### config.mk
export PLATFORM = sky130hd
export DESIGN_NAME = gf256_arithmetic_unit_core
export DESIGN_NICKNAME = d
export VERILOG_FILES = /design/src/hw/rtl/gfau_pkg.sv /design/src/hw/rtl/gfau_mul.sv /design/src/hw/rtl/gfau_seq.sv /design/src/hw/rtl/gf256_arithmetic_unit_core.sv
export SDC_FILE = /design/constraint.sdc
export NUM_CORES = 1
export LEC_CHECK = 0
export BUFFER_PORTS_ARGS = -buffer_cell sky130_fd_sc_hd__buf_2
export CORE_MARGIN = 5
export CORE_UTILIZATION = 45
export CTS_CLUSTER_DIAMETER = 40
export DETAILED_ROUTE_END_ITERATION = 16
export PLACE_DENSITY_LB_ADDON = 0.15
export SYNTH_ARGS = -nofsm -noshare
export SYNTH_HDL_FRONTEND = slang
export SYNTH_SLANG_ARGS = --single-unit
### constraint.sdc
create_clock -name aclk -period 2.2 [get_ports aclk]
set_input_delay 0.11 -clock aclk [delete_from_list [all_inputs] [get_ports aclk]]
set_output_delay 0.11 -clock aclk [all_outputs]
set_load 0.05 [all_outputs]
### src/hw/rtl/gfau_pkg.sv
// Shared types and constants for the GF(2^8) arithmetic unit.
// Used by gfau_mul, gfau_seq and gf256_arithmetic_unit_core; no dependencies.
`default_nettype none

package gfau_pkg;

    localparam int GF_W = 8;

    // reduction byte after reset: x^8 + x^4 + x^3 + x + 1
    localparam logic [GF_W-1:0] POLY_RESET = 8'h1B;

    localparam logic [1:0] CMD_ADD = 2'd0;
    localparam logic [1:0] CMD_SUB = 2'd1;
    localparam logic [1:0] CMD_MUL = 2'd2;
    localparam logic [1:0] CMD_INV = 2'd3;

    // scratch memory rows
    localparam logic SLOT_A = 1'b0;
    localparam logic SLOT_X = 1'b1;

    // a^254 chain: a^2, a^3, a^6, a^7, ... a^126, a^127, a^254
    localparam int INV_STEPS = 13;
    localparam int STEP_W    = $clog2(INV_STEPS);
    localparam logic [STEP_W-1:0] INV_LAST = STEP_W'(INV_STEPS - 1);

    typedef struct packed {
        logic [1:0]      command;
        logic [GF_W-1:0] operand_a;
        logic [GF_W-1:0] operand_b;
    } gfau_in_t;

    typedef struct packed {
        logic [GF_W-1:0] result;
        logic            no_inverse;
    } gfau_out_t;

    typedef struct packed {
        logic            start;
        logic [GF_W-1:0] x;
        logic [GF_W-1:0] y;
    } gfau_mul_req_t;

    typedef struct packed {
        logic            done;
        logic [GF_W-1:0] product;
    } gfau_mul_rsp_t;

endpackage

`default_nettype wire

### src/hw/rtl/gfau_mul.sv
// Bit-serial GF(2^8) multiplier: one bit of the multiplier per cycle.
// Depends on gfau_pkg for widths and the request/response structs.
`default_nettype none

module gfau_mul import gfau_pkg::*; (
    input  wire logic            aclk,
    input  wire logic            aresetn,
    input  wire logic [GF_W-1:0] poly,
    input  wire gfau_mul_req_t   req,
    output gfau_mul_rsp_t        rsp
);

    localparam int CNT_W = $clog2(GF_W);
    localparam logic [CNT_W-1:0] CNT_LAST = CNT_W'(GF_W - 1);

    logic [GF_W-1:0]  x_reg;
    logic [GF_W-1:0]  y_reg;
    logic [GF_W-1:0]  acc_reg;
    logic [CNT_W-1:0] cnt_reg;
    logic             busy_reg;
    logic             done_reg;
    logic [GF_W-1:0]  x_dbl;

    // double the multiplicand, fold the polynomial back in on overflow
    assign x_dbl = x_reg[GF_W-1] ? ({x_reg[GF_W-2:0], 1'b0} ^ poly)
                                 : {x_reg[GF_W-2:0], 1'b0};

    always_ff @(posedge aclk) begin
        if (!aresetn) begin
            busy_reg <= 1'b0;
            done_reg <= 1'b0;
            cnt_reg  <= '0;
        end else begin
            done_reg <= 1'b0;
            if (req.start) begin
                x_reg    <= req.x;
                y_reg    <= req.y;
                acc_reg  <= '0;
                cnt_reg  <= '0;
                busy_reg <= 1'b1;
            end else if (busy_reg) begin
                if (y_reg[0]) begin
                    acc_reg <= acc_reg ^ x_reg;
                end
                x_reg   <= x_dbl;
                y_reg   <= y_reg >> 1;
                cnt_reg <= cnt_reg + 1'b1;
                if (cnt_reg == CNT_LAST) begin
                    busy_reg <= 1'b0;
                    done_reg <= 1'b1;
                end
            end
        end
    end

    assign rsp.done    = done_reg;
    assign rsp.product = acc_reg;

endmodule

`default_nettype wire

### src/hw/rtl/gfau_seq.sv
// Operation sequencer: decodes a command, runs the multiplier, and keeps the
// inversion operands in a two-row scratch memory. Depends on gfau_pkg, gfau_mul.
`default_nettype none

module gfau_seq import gfau_pkg::*; (
    input  wire logic            aclk,
    input  wire logic            aresetn,
    input  wire logic [GF_W-1:0] poly,
    input  wire logic            in_valid,
    output logic                 in_ready,
    input  wire gfau_in_t        in_data,
    output logic                 res_valid,
    input  wire logic            res_take,
    output gfau_out_t            res_data
);

    typedef enum logic [2:0] {
        ST_IDLE,
        ST_RD,
        ST_LD,
        ST_MUL,
        ST_DONE
    } state_t;

    state_t            state_reg, state_next;
    logic [1:0]        cmd_reg, cmd_next;
    logic [STEP_W-1:0] step_reg, step_next;
    gfau_out_t         res_reg, res_next;

    logic [GF_W-1:0] mem [0:1];
    logic [GF_W-1:0] rd0_reg, rd1_reg;
    logic            rd_addr0, rd_addr1;
    logic            mem_we;
    logic            mem_waddr;
    logic [GF_W-1:0] mem_wdata;

    gfau_mul_req_t mul_req;
    gfau_mul_rsp_t mul_rsp;

    gfau_mul u_mul (
        .aclk    (aclk),
        .aresetn (aresetn),
        .poly    (poly),
        .req     (mul_req),
        .rsp     (mul_rsp)
    );

    // chain: first step squares a, odd steps multiply by a, even steps square
    assign rd_addr0 = (step_reg == '0) ? SLOT_A : SLOT_X;
    assign rd_addr1 = ((step_reg == '0) || step_reg[0]) ? SLOT_A : SLOT_X;

    always_ff @(posedge aclk) begin
        if (mem_we) begin
            mem[mem_waddr] <= mem_wdata;
        end
        rd0_reg <= mem[rd_addr0];
        rd1_reg <= mem[rd_addr1];
    end

    always_comb begin
        state_next  = state_reg;
        cmd_next    = cmd_reg;
        step_next   = step_reg;
        res_next    = res_reg;
        mem_we      = 1'b0;
        mem_waddr   = SLOT_A;
        mem_wdata   = in_data.operand_a;
        mul_req.start = 1'b0;
        mul_req.x     = rd0_reg;
        mul_req.y     = rd1_reg;

        case (state_reg)
            ST_IDLE: begin
                if (in_valid) begin
                    cmd_next  = in_data.command;
                    step_next = '0;
                    case (in_data.command)
                        CMD_ADD, CMD_SUB: begin
                            res_next.result     = in_data.operand_a ^ in_data.operand_b;
                            res_next.no_inverse = 1'b0;
                            state_next          = ST_DONE;
                        end
                        CMD_MUL: begin
                            mul_req.start = 1'b1;
                            mul_req.x     = in_data.operand_a;
                            mul_req.y     = in_data.operand_b;
                            state_next    = ST_MUL;
                        end
                        default: begin
                            // inverse: zero has none, else park a in the scratch row
                            if (in_data.operand_a == '0) begin
                                res_next.result     = '0;
                                res_next.no_inverse = 1'b1;
                                state_next          = ST_DONE;
                            end else begin
                                mem_we     = 1'b1;
                                state_next = ST_RD;
                            end
                        end
                    endcase
                end
            end
            ST_RD: begin
                state_next = ST_LD;
            end
            ST_LD: begin
                mul_req.start = 1'b1;
                state_next    = ST_MUL;
            end
            ST_MUL: begin
                if (mul_rsp.done) begin
                    res_next.result     = mul_rsp.product;
                    res_next.no_inverse = 1'b0;
                    if (cmd_reg == CMD_MUL) begin
                        state_next = ST_DONE;
                    end else begin
                        mem_we    = 1'b1;
                        mem_waddr = SLOT_X;
                        mem_wdata = mul_rsp.product;
                        if (step_reg == INV_LAST) begin
                            state_next = ST_DONE;
                        end else begin
                            step_next  = step_reg + 1'b1;
                            state_next = ST_RD;
                        end
                    end
                end
            end
            ST_DONE: begin
                if (res_take) begin
                    state_next = ST_IDLE;
                end
            end
            default: begin
                state_next = ST_IDLE;
            end
        endcase
    end

    always_ff @(posedge aclk) begin
        if (!aresetn) begin
            state_reg <= ST_IDLE;
            step_reg  <= '0;
        end else begin
            state_reg <= state_next;
            step_reg  <= step_next;
        end
        cmd_reg <= cmd_next;
        res_reg <= res_next;
    end

    assign in_ready  = (state_reg == ST_IDLE);
    assign res_valid = (state_reg == ST_DONE);
    assign res_data  = res_reg;

endmodule

`default_nettype wire

### src/hw/rtl/gf256_arithmetic_unit_core.sv
// GF(2^8) arithmetic unit, top level: handshake ports, polynomial register, output stage.
// Depends on gfau_pkg and gfau_seq (which holds gfau_mul).
//
// Each input beat carries a command and two bytes and yields exactly one result
// beat. Add and subtract return a XOR b. Multiply is shift-and-add over the eight
// bits of operand_b, folding in the reduction byte (reset 0x1B, the AES field)
// whenever the running multiplicand overflows bit 7. Inverse returns a^254 under
// the configured reduction, which is the true inverse only for an irreducible
// polynomial; inverse of zero returns 0 with no_inverse set. One item is in work
// at a time, but an output register holds a finished result so the next item can
// be accepted while the consumer stalls. Multiply and inverse are paced by the
// bit-serial multiplier; an inverse runs thirteen products (a^2, a^3, a^6, a^7,
// ... a^127, a^254), each one read from a two-row scratch memory through a
// registered read port, multiplied, and written back before the next read is
// issued, so no forwarding is needed. Write cfg_wr_data into the polynomial
// register with cfg_wr_en only while the unit is idle.
`default_nettype none

module gf256_arithmetic_unit_core import gfau_pkg::*; (
    input  wire logic            aclk,
    input  wire logic            aresetn,

    input  wire logic            cfg_wr_en,
    input  wire logic [GF_W-1:0] cfg_wr_data,

    input  wire logic            s_valid,
    output logic                 s_ready,
    input  wire gfau_in_t        s_data,

    output logic                 m_valid,
    input  wire logic            m_ready,
    output gfau_out_t            m_data
);

    logic [GF_W-1:0] poly_reg;
    logic            m_valid_reg;
    gfau_out_t       m_data_reg;

    logic            res_valid;
    logic            res_take;
    gfau_out_t       res_data;

    gfau_seq u_seq (
        .aclk      (aclk),
        .aresetn   (aresetn),
        .poly      (poly_reg),
        .in_valid  (s_valid),
        .in_ready  (s_ready),
        .in_data   (s_data),
        .res_valid (res_valid),
        .res_take  (res_take),
        .res_data  (res_data)
    );

    // advance a finished result into the output stage when it is empty or draining
    assign res_take = res_valid && (!m_valid_reg || m_ready);

    always_ff @(posedge aclk) begin
        if (!aresetn) begin
            poly_reg    <= POLY_RESET;
            m_valid_reg <= 1'b0;
        end else begin
            if (cfg_wr_en) begin
                poly_reg <= cfg_wr_data;
            end
            if (res_take) begin
                m_valid_reg <= 1'b1;
            end else if (m_ready) begin
                // drop the beat once taken
                m_valid_reg <= 1'b0;
            end
        end
        if (res_take) begin
            m_data_reg <= res_data;
        end
    end

    assign m_valid = m_valid_reg;
    assign m_data  = m_data_reg;

endmodule

`default_nettype wire
==> key figures <==
Logic synthesis
  • Ys Warns: 0
  • Synth Instances: 346
  • Synth area leader: edfxtp_1
  • Synthesized area: 0.00426 mm^2
  • Yosys reg bits: 97
  • Top-area cell type share of the netlist area: 42.3%
  • Syn_area_per_cell: 12.3 um^2
  • Synth area leaders: edfxtp_1 42%, dfxtp_1 17%, mux2_2 6.3%
  • EDFF count, synth: 60
  • Synth unique cells: 46
  • Register area share after synthesis: 59.7%
  • Top_reg_cell synth: edfxtp_1
  • Ys async rst share: 0%
  • Post-Syn Nets: 381

Final layout
  • Max reg flops: 16
  • Commonest non-fill, non-tap cell in the layout: edfxtp_1
  • Fill count: 826
  • Commonest non-fill, non-tap cells in the layout: 60 x edfxtp_1, 41 x buf_2, 37 x dfxtp_1
  • Inserted Diodes: 0
  • Area growth syn-to-layout: 14.2%
  • Total Nets Final: 432
  • Layout cells sized above 1: 24.6%

STA
  • Post-layout min period: 1.83 ns
  • Slew margin rel.: 63.4%
  • Fmax: 545 MHz
  • RSZ-0062 raised after global routing: no
  • Total negative slack: 0 ns
  • Crit share post-route: 83.4%
  • Slew Limit Fails: 0
  • Worst Tran Pin Value: 0.546 ns
  • Final hold violation count: 0
  • Clk_skew: 0.0136 ns
  • Fin worst setup slack: 0.366 ns
  • Finish-stage setup viols: 0

Route
  • Drt pass-1 iters: 4
  • Vias: 2,661
  • Drt wl/cell: 15.6 um
  • DRT antenna net count: 0
  • Remaining DRCs: 0
  • Starting DRT DRC Count: 92
  • Drt via density: 5.01
  • Final WL: 8.29 mm

Worst setup path
  • Startpoint class of the critical path: register
  • Max incr delay on CP: 0.58 ns
  • CP arrival: 1.85 ns
  • CP Class: register to register
  • Max Fanout on Critical Path: 12
  • CP delay by family, top: simple AND/OR/NAND/NOR gates
  • Worst path required time: 2.22 ns
  • Crit end category: register
  • Buf/Inv on CP: 0
  • Slowest CP cell: dfxtp_1
  • CP Cell Sequence: or2_2, o221ai_1, a31oi_1, and2_1

CTS
  • Worst-path clk slew: 0.10 ns
  • Post-CTS Resized: 0
  • # H-tree levels: 3
  • Clk root buf: clkbuf_8
  • Post-CTS Setup Bufs: 0
  • CTS Sinks: 97
  • Worst-skew pair later-pin latency: 0.36 ns
  • CTS tree: done
  • Clock buffer depth: 2
  • TritonCTS Buffers: 9

Pwr
  • Post-layout power: 3.81 mW
  • Peak VDD IR: 0.290 mV
  • Pwr dens: 783 mW/mm^2
  • Leakage: 1.88 nW

Floorplanning
  • Die area: 0.0115 mm^2
  • Die height: 107 um
  • Die Wd: 107 um
  • Core Area: 0.00924 mm^2
  • Starting Density: 46.1%
  • Row cnt: 35
  • IO Count: 42

Worst hold path
  • Worst Hold Class: primary input to register

Global routing
  • Wire length of the first global-routing pass: 13.3 mm
  • Overall global routing resource usage: 15.2%
  • Largest net degree at the start of global routing: 23
  • Vias in the first global route: 2,600
  • Initial antenna violation count: 0
  • Grt total ovfl: 0

Status
  • Outcome: complete, no violations

Placement
  • Placer Congestion: 0.781
  • HPWL Detailed: 6.17 mm
  • IO Port Bufs: 41
  • Pre-CTS WS: 0.271 ns

Flow run
  • Maxcap violations: 0
[cells by family (layout without fill, tap and decap cells)]
logic type      Yosys count  after routing  share of synthesized area [%]
xor+xnor                 24             24                           4.93
fa+ha+maj                 4              4                           1.17
mux                      49             49                           12.2
flops                    97             97                           59.7
buf+inv                  23             79                           2.67
compound gates           49             49                           7.40
simple gates            100            100                           11.9
[what timing repair did]
action | 4_1_cts | 5_1_grt
hold buffers | 7 | 0
endpoints found under the hold margin | 7 | 0
endpoints found under the setup margin | 0 | 0
[worst reg2reg max path, cell delays in order, from the launching register on]
cell and delay (ns):
dfxtp_1 0.58, or2_2 0.22, o221ai_1 0.16, a31oi_1 0.16, and2_1 0.38
[path summary, 6_finish.rpt]
| kind | start | end | slack [ns] | cells after the start |
|---|---|---|---|---|
| max | u_seq.state_reg[1] | u_seq.res_data[8] | 0.37 | 4 |
| min | cfg_wr_data[2] | poly_reg[2] | 0.02 | 3 |
| max reg2reg | u_seq.state_reg[1] | u_seq.res_data[8] | 0.37 | 4 |
| min reg2reg | u_seq.res_data[2] | m_data[2] | 0.42 | 0 |
[stage by stage]
step	area, um^2	hold WS, ns	util [%]	std cells
5_1_grt	4870	0.0114	52.7	531
4_1_cts	4870	0.000467	52.7	531
2_1_floorplan	4260	0.209	-	346
3_3_place_gp	4610	0.327	49.9	508
3_5_place_dp	4610	0.329	49.9	508
6_report	4870	0.0165	52.7	531
[where the power goes]
| part | switching (mW) | total [mW] | internal [mW] |
|---|---|---|---|
| logic | 0.316 | 0.542 | 0.226 |
| clock network | 0.658 | 1.09 | 0.435 |
| registers | 0.0831 | 2.18 | 2.09 |
| total | 1.06 | 3.81 | 2.75 |
[cell usage after synthesis, types with 2 or more instances]
master / instances
a21oi_1: 11
mux2_2: 24
a21boi_0: 3
or4_1: 2
dfxtp_1: 37
nor4_1: 3
clkbuf_1: 9
o31ai_1: 9
and3b_1: 2
buf_6: 3
xnor2_1: 24
nand3_1: 7
inv_1: 4
buf_2: 4
nand2_1: 33
a31oi_1: 2
edfxtp_1: 60
buf_1: 2
ha_1: 4
mux2i_1: 25
o21a_1: 2
nor2_2: 2
or3_1: 2
nor2_1: 24
nand2b_1: 4
and3_1: 2
nor2b_1: 7
or2_2: 2
and2_1: 3
o221ai_1: 3
o21ai_0: 12
[routing by layer]
layer | vias to the layer above | GRT usage [%] | share of wire [%]
li1 | 1358 | - | -
met1 | 1241 | 21.4 | 51
met2 | 57 | 23.1 | 44
met3 | 5 | 3.60 | 4.4
met4 | 0 | 4.66 | 1.1
met5 | - | 0 | 0
[layout make-up]
type | instances | area (um^2) | area share [%]
Multi-Input combinational cell | 226 | 1600 | 33.0
Timing Repair Buffer | 58 | 350 | 7.20
Sequential cell | 97 | 2540 | 52.2
Tap cell | 129 | 161 | 3.32
Clock inverter | 7 | 66.3 | 1.36
Inverter | 5 | 18.8 | 0.386
Clock buffer | 9 | 124 | 2.54
(Power assumes the default switching activity.)
